`src/rtl/core/msa_pkg.sv`:
```
// Shared constants and the queue word type of the sliding average unit.
package msa_pkg;

  localparam int SAMPLE_W = 24;
  localparam int ANT_W = 2;
  localparam int PAIR_W = 2;
  // Highest channel number that the port widths allow is 3 * PAIRS + 3, 15 at the defaults.
  localparam int CHAN_W = 6;

  localparam int WINDOW_DEF = 10;
  localparam int ANTENNAS_DEF = 4;
  localparam int PEAKS_DEF = 8;

  typedef struct packed {
    logic signed [SAMPLE_W-1:0] sample;
    logic [CHAN_W-1:0] chan;
    logic oor;
  } item_t;

endpackage

```
`src/rtl/core/msa_ram.sv`:
```
// Generic single write port RAM with registered read.
module msa_ram #(
  parameter int W = 8,
  parameter int D = 2
) (
  input  logic                 clk,
  input  logic                 we,
  input  logic [$clog2(D)-1:0] waddr,
  input  logic [W-1:0]         wdata,
  input  logic [$clog2(D)-1:0] raddr,
  output logic [W-1:0]         rdata
);

  logic [W-1:0] mem [D];

  always_ff @(posedge clk) begin
    if (we) begin
      mem[waddr] <= wdata;
    end
    rdata <= mem[raddr];
  end

endmodule

```
`src/rtl/core/msa_front.sv`:
```
// Front end: accepts words, works out the channel and queues them two deep.
module msa_front #(
  parameter int ANTENNAS = msa_pkg::ANTENNAS_DEF,
  parameter int PEAKS_PER_ANTENNA = msa_pkg::PEAKS_DEF
) (
  input  logic                                clk,
  input  logic                                rst_n,
  input  logic                                push,
  output logic                                full,
  input  logic signed [msa_pkg::SAMPLE_W-1:0] in_sample,
  input  logic [msa_pkg::ANT_W-1:0]           in_antenna,
  input  logic [msa_pkg::PAIR_W-1:0]          in_pair,
  input  logic                                take,
  output logic                                avail,
  output msa_pkg::item_t                      head
);

  localparam int PAIRS = PEAKS_PER_ANTENNA / 2;
  localparam int CHANNELS = ANTENNAS * PAIRS;

  msa_pkg::item_t slot_r [2];
  msa_pkg::item_t item;
  logic wp_r, rp_r;
  logic [1:0] cnt_r;
  logic do_push, do_pop;

  always_comb begin
    item.sample = in_sample;
    item.chan = msa_pkg::CHAN_W'(in_antenna) * msa_pkg::CHAN_W'(PAIRS)
              + msa_pkg::CHAN_W'(in_pair);
    item.oor = (32'(item.chan) >= CHANNELS);
  end

  assign full = cnt_r[1];
  assign avail = (cnt_r != 2'd0);
  assign head = slot_r[rp_r];
  assign do_push = push && !full;
  assign do_pop = take && avail;

  always_ff @(posedge clk) begin
    if (do_push) begin
      slot_r[wp_r] <= item;
    end
    if (!rst_n) begin
      wp_r <= 1'b0;
      rp_r <= 1'b0;
      cnt_r <= 2'd0;
    end else begin
      if (do_push) wp_r <= ~wp_r;
      if (do_pop) rp_r <= ~rp_r;
      if (do_push && !do_pop) cnt_r <= cnt_r + 2'd1;
      else if (do_pop && !do_push) cnt_r <= cnt_r - 2'd1;
    end
  end

endmodule

```
`src/rtl/core/msa_div.sv`:
```
// Bit-serial restoring divider, signed dividend by small positive divisor.
module msa_div #(
  parameter int NW = 28,
  parameter int DW = 4
) (
  input  logic                 clk,
  input  logic                 rst_n,
  input  logic                 start,
  input  logic signed [NW-1:0] num,
  input  logic [DW-1:0]        den,
  output logic                 done,
  output logic signed [NW-1:0] quo
);

  localparam int CW = $clog2(NW + 1);

  logic [NW-1:0] q_r;
  logic [DW-1:0] rem_r;
  logic [DW-1:0] den_r;
  logic [CW-1:0] cnt_r;
  logic neg_r, done_r;
  logic [DW:0] trial;
  logic fits;

  assign trial = {rem_r, q_r[NW-1]};
  assign fits = (trial >= {1'b0, den_r});
  assign done = done_r;
  assign quo = neg_r ? -$signed(q_r) : $signed(q_r);

  always_ff @(posedge clk) begin
    if (start) begin
      q_r <= num[NW-1] ? NW'(-num) : NW'(num);
      rem_r <= '0;
      den_r <= den;
      neg_r <= num[NW-1];
    end else if (cnt_r != '0) begin
      q_r <= {q_r[NW-2:0], fits};
      rem_r <= fits ? DW'(trial - {1'b0, den_r}) : DW'(trial);
    end
    if (!rst_n) begin
      cnt_r <= '0;
      done_r <= 1'b0;
    end else begin
      // done stays up, with the quotient held, until the next start
      done_r <= start ? 1'b0 : ((cnt_r == CW'(1)) || done_r);
      if (start) cnt_r <= CW'(NW);
      else if (cnt_r != '0) cnt_r <= cnt_r - CW'(1);
    end
  end

endmodule

```
`src/rtl/core/msa_back.sv`:
```
// Back end: per-channel state and ring update, division and result register.
module msa_back #(
  parameter int WINDOW = msa_pkg::WINDOW_DEF,
  parameter int ANTENNAS = msa_pkg::ANTENNAS_DEF,
  parameter int PEAKS_PER_ANTENNA = msa_pkg::PEAKS_DEF
) (
  input  logic                                 clk,
  input  logic                                 rst_n,
  input  logic                                 avail,
  input  msa_pkg::item_t                       head,
  output logic                                 take,
  output logic                                 empty,
  input  logic                                 pop,
  output logic signed [msa_pkg::SAMPLE_W-1:0]  out_average
);

  localparam int SW = msa_pkg::SAMPLE_W;
  localparam int CHANNELS = ANTENNAS * (PEAKS_PER_ANTENNA / 2);
  localparam int SD = (CHANNELS < 2) ? 2 : CHANNELS;
  localparam int CW = $clog2(SD);
  localparam int RD = SD * WINDOW;
  localparam int RW = $clog2(RD);
  localparam int PW = $clog2(WINDOW);
  localparam int DW = $clog2(WINDOW + 1);
  localparam int SUMW = SW + $clog2(WINDOW);
  localparam int STW = SUMW + PW + 1;

  localparam logic [1:0] S_IDLE = 2'd0;
  localparam logic [1:0] S_RDST = 2'd1;
  localparam logic [1:0] S_RDRING = 2'd2;
  localparam logic [1:0] S_DIV = 2'd3;

  logic [1:0] state_r;
  logic signed [SW-1:0] smp_r;
  logic [CW-1:0] addr_r;
  logic [PW-1:0] pos_r;
  logic full_r;
  logic signed [SUMW-1:0] sum_r;
  logic [RW-1:0] ring_addr_r;
  logic [SD-1:0] vld_r;
  logic out_full_r;
  logic signed [SW-1:0] out_avg_r;

  logic [STW-1:0] st_rdata, st_wdata;
  logic [SW-1:0] ring_rdata;
  logic [PW-1:0] pos_cur;
  logic [RW-1:0] ring_raddr;
  logic last, full_new, upd;
  logic [PW-1:0] pos_new;
  logic signed [SUMW-1:0] sum_new;
  logic [DW-1:0] den;
  logic div_done;
  logic signed [SUMW-1:0] quo;
  logic ld_ok;

  // result register can take a new word this cycle
  assign ld_ok = !out_full_r || pop;
  assign take = (state_r == S_IDLE) && avail && (!head.oor || ld_ok);
  assign empty = !out_full_r;
  assign out_average = out_avg_r;
  assign upd = (state_r == S_RDRING);

  // an untouched channel reads as the reset state
  assign pos_cur = vld_r[addr_r] ? st_rdata[PW:1] : '0;
  assign ring_raddr = RW'(RW'(addr_r) * RW'(WINDOW) + RW'(pos_cur));

  assign last = (pos_r == PW'(WINDOW - 1));
  assign pos_new = last ? '0 : pos_r + PW'(1);
  assign full_new = full_r || last;
  assign sum_new = sum_r + SUMW'(smp_r)
                 - (full_r ? SUMW'($signed(ring_rdata)) : SUMW'(0));
  assign den = full_new ? DW'(WINDOW) : DW'(pos_r) + DW'(1);
  assign st_wdata = {sum_new, pos_new, full_new};

  msa_ram #(.W(STW), .D(SD)) u_st_ram (
    .clk(clk), .we(upd), .waddr(addr_r), .wdata(st_wdata),
    .raddr(CW'(head.chan)), .rdata(st_rdata)
  );

  msa_ram #(.W(SW), .D(RD)) u_ring_ram (
    .clk(clk), .we(upd), .waddr(ring_addr_r), .wdata(smp_r),
    .raddr(ring_raddr), .rdata(ring_rdata)
  );

  msa_div #(.NW(SUMW), .DW(DW)) u_div (
    .clk(clk), .rst_n(rst_n), .start(upd), .num(sum_new), .den(den),
    .done(div_done), .quo(quo)
  );

  always_ff @(posedge clk) begin
    if (take) begin
      smp_r <= head.sample;
      addr_r <= CW'(head.chan);
    end
    if (state_r == S_RDST) begin
      pos_r <= pos_cur;
      full_r <= vld_r[addr_r] && st_rdata[0];
      sum_r <= vld_r[addr_r] ? st_rdata[STW-1:PW+1] : '0;
      ring_addr_r <= ring_raddr;
    end
    if (take && head.oor) begin
      out_avg_r <= '0;
    end else if (state_r == S_DIV && div_done && ld_ok) begin
      out_avg_r <= quo[SW-1:0];
    end
    if (!rst_n) begin
      state_r <= S_IDLE;
      vld_r <= '0;
      out_full_r <= 1'b0;
    end else begin
      if (upd) vld_r[addr_r] <= 1'b1;
      if (pop && out_full_r) out_full_r <= 1'b0;
      case (state_r)
        S_IDLE: begin
          if (take) begin
            if (head.oor) out_full_r <= 1'b1;
            else state_r <= S_RDST;
          end
        end
        S_RDST: state_r <= S_RDRING;
        S_RDRING: state_r <= S_DIV;
        S_DIV: begin
          // quotient is held while the result register is still occupied
          if (div_done && ld_ok) begin
            out_full_r <= 1'b1;
            state_r <= S_IDLE;
          end
        end
        default: state_r <= S_IDLE;
      endcase
    end
  end

endmodule

```
`src/rtl/core/multichannel_sliding_average_unit.sv`:
```
// Multichannel sliding average unit: top level.
// Input side is a queue: present in_sample, in_antenna and in_pair with push;
// a word is taken on a clock edge with push high and full low. A two-deep
// queue holds words while the back end works.
// Result side is a queue too: while empty is low, out_average holds the
// truncated mean of the channel's last WINDOW samples (fewer while filling);
// pop with empty low takes it. Each input word gives one result, in order.
// After acceptance the back end reads the channel state, then its ring slot,
// then divides in the bit-serial divider, one quotient bit per cycle; words
// are worked one at a time, the next only once the last result is loaded.
// A channel number beyond the channel count gives a result of zero and no
// state change.
// A stalled receiver holds the result register; the back end finishes the
// next word and waits with it, then the input queue fills and full rises.
// Synchronous reset (rst_n low) clears both queues and marks every channel
// empty; no clearing pass, the unit takes words straight after reset.
module multichannel_sliding_average_unit #(
  parameter int WINDOW = msa_pkg::WINDOW_DEF,
  parameter int ANTENNAS = msa_pkg::ANTENNAS_DEF,
  parameter int PEAKS_PER_ANTENNA = msa_pkg::PEAKS_DEF
) (
  input  logic                                 clk,
  input  logic                                 rst_n,
  input  logic                                 push,
  output logic                                 full,
  input  logic signed [msa_pkg::SAMPLE_W-1:0]  in_sample,
  input  logic [msa_pkg::ANT_W-1:0]            in_antenna,
  input  logic [msa_pkg::PAIR_W-1:0]           in_pair,
  output logic                                 empty,
  input  logic                                 pop,
  output logic signed [msa_pkg::SAMPLE_W-1:0]  out_average
);

  msa_pkg::item_t head;
  logic avail, take;

  msa_front #(.ANTENNAS(ANTENNAS), .PEAKS_PER_ANTENNA(PEAKS_PER_ANTENNA)) u_front (
    .clk(clk), .rst_n(rst_n), .push(push), .full(full),
    .in_sample(in_sample), .in_antenna(in_antenna), .in_pair(in_pair),
    .take(take), .avail(avail), .head(head)
  );

  msa_back #(
    .WINDOW(WINDOW), .ANTENNAS(ANTENNAS), .PEAKS_PER_ANTENNA(PEAKS_PER_ANTENNA)
  ) u_back (
    .clk(clk), .rst_n(rst_n), .avail(avail), .head(head), .take(take),
    .empty(empty), .pop(pop), .out_average(out_average)
  );

endmodule

```
`config.mk`:
```
export PLATFORM = sky130hd
export DESIGN_NAME = multichannel_sliding_average_unit
export DESIGN_NICKNAME = d
export VERILOG_FILES = /design/src/rtl/core/msa_pkg.sv /design/src/rtl/core/msa_ram.sv /design/src/rtl/core/msa_front.sv /design/src/rtl/core/msa_div.sv /design/src/rtl/core/msa_back.sv /design/src/rtl/core/multichannel_sliding_average_unit.sv
export SDC_FILE = /design/constraint.sdc
export NUM_CORES = 2
export LEC_CHECK = 0
export BUFFER_PORTS_ARGS = -buffer_cell sky130_fd_sc_hd__clkbuf_2
export CORE_MARGIN = 1.5
export CORE_UTILIZATION = 63
export DETAILED_ROUTE_END_ITERATION = 8
export HOLD_SLACK_MARGIN = 0.12
export PLACE_DENSITY_LB_ADDON = 0.25
export SYNTH_ARGS = -nofsm -noshare
export SYNTH_HDL_FRONTEND = slang
export SYNTH_HIERARCHICAL = 1
export SYNTH_MEMORY_MAX_BITS = 65536
export SYNTH_SLANG_ARGS = --single-unit
```
`constraint.sdc`:
```
create_clock -name clk -period 8.7 [get_ports clk]
set_clock_uncertainty 0.1 [all_clocks]
set_input_delay 0.87 -clock clk [delete_from_list [all_inputs] [get_ports clk]]
set_output_delay 0.87 -clock clk [all_outputs]
set_load 0.005 [all_outputs]
```
==> flow_summary.json <==
{
  "outcome": "finished with violations",
  "violations": "max-capacitance violations, max-slew violations",
  "reg2reg_slack_ns": 1.68,
  "cts_max_level": 5,
  "cts_setup_buffers": 0,
  "fp.dieW_um": 538.4,
  "dp_hpwl_um": 274000,
  "worst_pin_slew_ns": 1.580,
  "finalSetupTns_ns": 0,
  "timing.rr.start": "u_back/addr_r[0]",
  "grt_pass1_vias": 91630,
  "vias_per_cell": 7.134,
  "power.total_mw": 78.21,
  "grt_antenna_before_repair": 37,
  "ys_warn_count": 6,
  "r2r_cells": 13,
  "syn_inst": 8478,
  "worstPathMaxFanout": 34,
  "fin_crit_sh": 0.8069,
  "start_util": 0.6332,
  "regArea_um2": 138200,
  "required_ns": 9.46,
  "r2r-end": "u_back/u_ring_ram/rdata[22]",
  "p_leak_nw": 63.07,
  "clkSinkCount": 4640,
  "crit_path_end_kind": "register",
  "syn_area_um2": 180600,
  "rsz0062_at_grt": "false",
  "wl_um": 488400,
  "final_hold_viol_count": 0,
  "final-setup-viol-count": 0,
  "syn_avg_cell_area_um2": 21.30,
  "cp-start-kind": "register",
  "synth_nets": 8592,
  "nFillCells": 16260,
  "p_per_area_nw_per_um2": 388.2,
  "period_minus_slack_ns": 7.020,
  "peakVddDrop_v": 0.0005199,
  "slew_violations": 6,
  "path_class": "register to register",
  "placedInstanceArea_um2": 186700,
  "gp_congestion": 0.9396,
  "grt_max_degree": 162,
  "design_area_um2": 201500,
  "area_delta_synth_final_pct": 11.56,
  "io_buffers": 57,
  "cts_buffers": 443,
  "die_h_um": 538.4,
  "drive_above_1_share": 0.2556,
  "grt_overflow_total": 0,
  "grt_pass1_wl_um": 688400,
  "clockRootBuffer": "clkbuf_16",
  "post_cts_resized": 0,
  "relSlewSlack": -0.05744,
  "vias": 93040,
  "rows": 196,
  "first_pass_iters": 9,
  "coreArea_um2": 285200,
  "die-area_um2": 289900,
  "nets": 9007,
  "crit_start": "u_back/addr_r[0]",
  "drv_cap": 1,
  "grt_usage": 0.3380,
  "insertion_delay_ns": 1.00,
  "max-clock-path-buffers": 4,
  "hold_path.class": "register to register",
  "routedWlPerCell_um": 37.45,
  "fmax_mhz": 142.5,
  "worstPathArrival_ns": 7.78,
  "multi_input_area_um2": 40090,
  "io_pins": 58,
  "ant_nets": 0,
  "cts_tree": "done",
  "drc": 0,
  "clk_pin_slew_ns": 0.06,
  "drt_iter0_drc": 15900,
  "crit_path_end": "u_back/u_ring_ram/rdata[22]"
}
[timing repair]
action,4_1_cts,5_1_grt
hold endpoints to repair,56,0
endpoints found under the setup margin,0,0
hold buffers,28,0
[critical path, cell delays in order, from the launching register on]
cell and delay (ns):
edfxtp_1 0.84, mux4_2 0.58, mux4_2 0.49, buf_4 0.28, and2_4 0.24, ha_4 0.16
fa_4 1.04, buf_4 0.57, nand2b_1 0.31, nor2_1 1.13, a22oi_1 0.20, o211ai_1 0.55
o21ai_0 0.16, a32oi_1 0.21
[report_power, final]
part           leakage (nW)  total (mW)  switching [mW]  internal (mW)
Clock                  7.08        19.3            8.37           10.9
Sequential             41.7        31.5           0.707           30.8
Combinational          14.3        27.5            20.1           7.39
[metal layers]
metal,part of all wire,track usage
met5,0.00040,0
met4,0.049,0.1455
met3,0.14,0.08374
met2,0.46,0.5141
met1,0.35,0.4752
[final cells by class]
type,instances,area share
clock inverters,248,0.01308
well taps,3762,0.02336
inverters,146,0.002782
diodes,8,0.00009936
clock buffers,575,0.05897
flip-flops and latches,4640,0.6858
repair buffers,421,0.01687
multi-input cells,3241,0.1990
[sequential cells by signal, summed over array words and instances (netlist names), 4 cells and up, named ones only]
| name | count |
|---|---|
| u_back/addr_r | 4 |
| u_back/out_average | 24 |
| u_back/pos_r | 4 |
| u_back/ring_addr_r | 7 |
| u_back/smp_r | 24 |
| u_back/sum_r | 28 |
| u_back/u_div/cnt_r | 5 |
| u_back/u_div/den_r | 4 |
| u_back/u_div/q_r | 28 |
| u_back/u_div/rem_r | 4 |
| u_back/u_ring_ram/mem | 3840 |
| u_back/u_ring_ram/rdata | 24 |
| u_back/u_st_ram/mem | 528 |
| u_back/u_st_ram/rdata | 33 |
| u_back/vld_r | 16 |
| u_front/slot_r | 56 |
[stage by stage]
step / setup WS [ns] / cells / utilization / hold WS [ns]
6_report: 1.680 / 13040 / 0.7064 / 0.3579
5_1_grt: 1.509 / 13040 / 0.7064 / 0.3755
4_1_cts: 1.825 / 13030 / 0.7064 / 0.2711
3_5_place_dp: 1.882 / 12180 / 0.6545 / 0.3469
3_3_place_gp: 1.872 / 12180 / 0.6545 / 0.3429
2_1_floorplan: 1.872 / 8478 / - / 0.3205
[cells in the final DEF (no fill, tap or decap), types with 28 or more instances in the layout]
cell type / instances
clkbuf_1: 110
nor2b_1: 57
ha_1: 49
and2_1: 60
xnor2_1: 47
mux2i_1: 271
o211ai_1: 40
dlygate4sd3_1: 28
o221ai_1: 29
fa_1: 29
dfxtp_1: 115
clkbuf_16: 450
a211oi_1: 58
mux4_2: 1068
nand3_1: 63
inv_1: 142
buf_4: 310
nor2_2: 151
nor3_1: 30
and2_4: 30
clkbuf_2: 57
nor2_1: 128
a21oi_1: 167
o21ai_0: 85
a22oi_1: 145
bufinv_16: 41
nand2_1: 204
o22ai_1: 87
a31oi_1: 32
clkinv_2: 86
edfxtp_1: 4525
clkinv_1: 77
a221oi_1: 31
[worst min path at each step]
stage                                 startpoint                endpoint  slack [ns]  cells after the start
after global placement     u_back/out_average[1]   u_back/out_average[1]        0.34                      2
final                     u_back/out_average[11]  u_back/out_average[11]        0.36                      2
after detailed placement  u_back/out_average[16]  u_back/out_average[16]        0.35                      2
after CTS                                   push            u_front/wp_r        0.27                      4
after global routing       u_back/out_average[9]   u_back/out_average[9]        0.38                      2
after floorplan            u_back/u_div/rem_r[3]   u_back/u_div/rem_r[3]        0.32                      2
(Power assumes the default switching activity.)
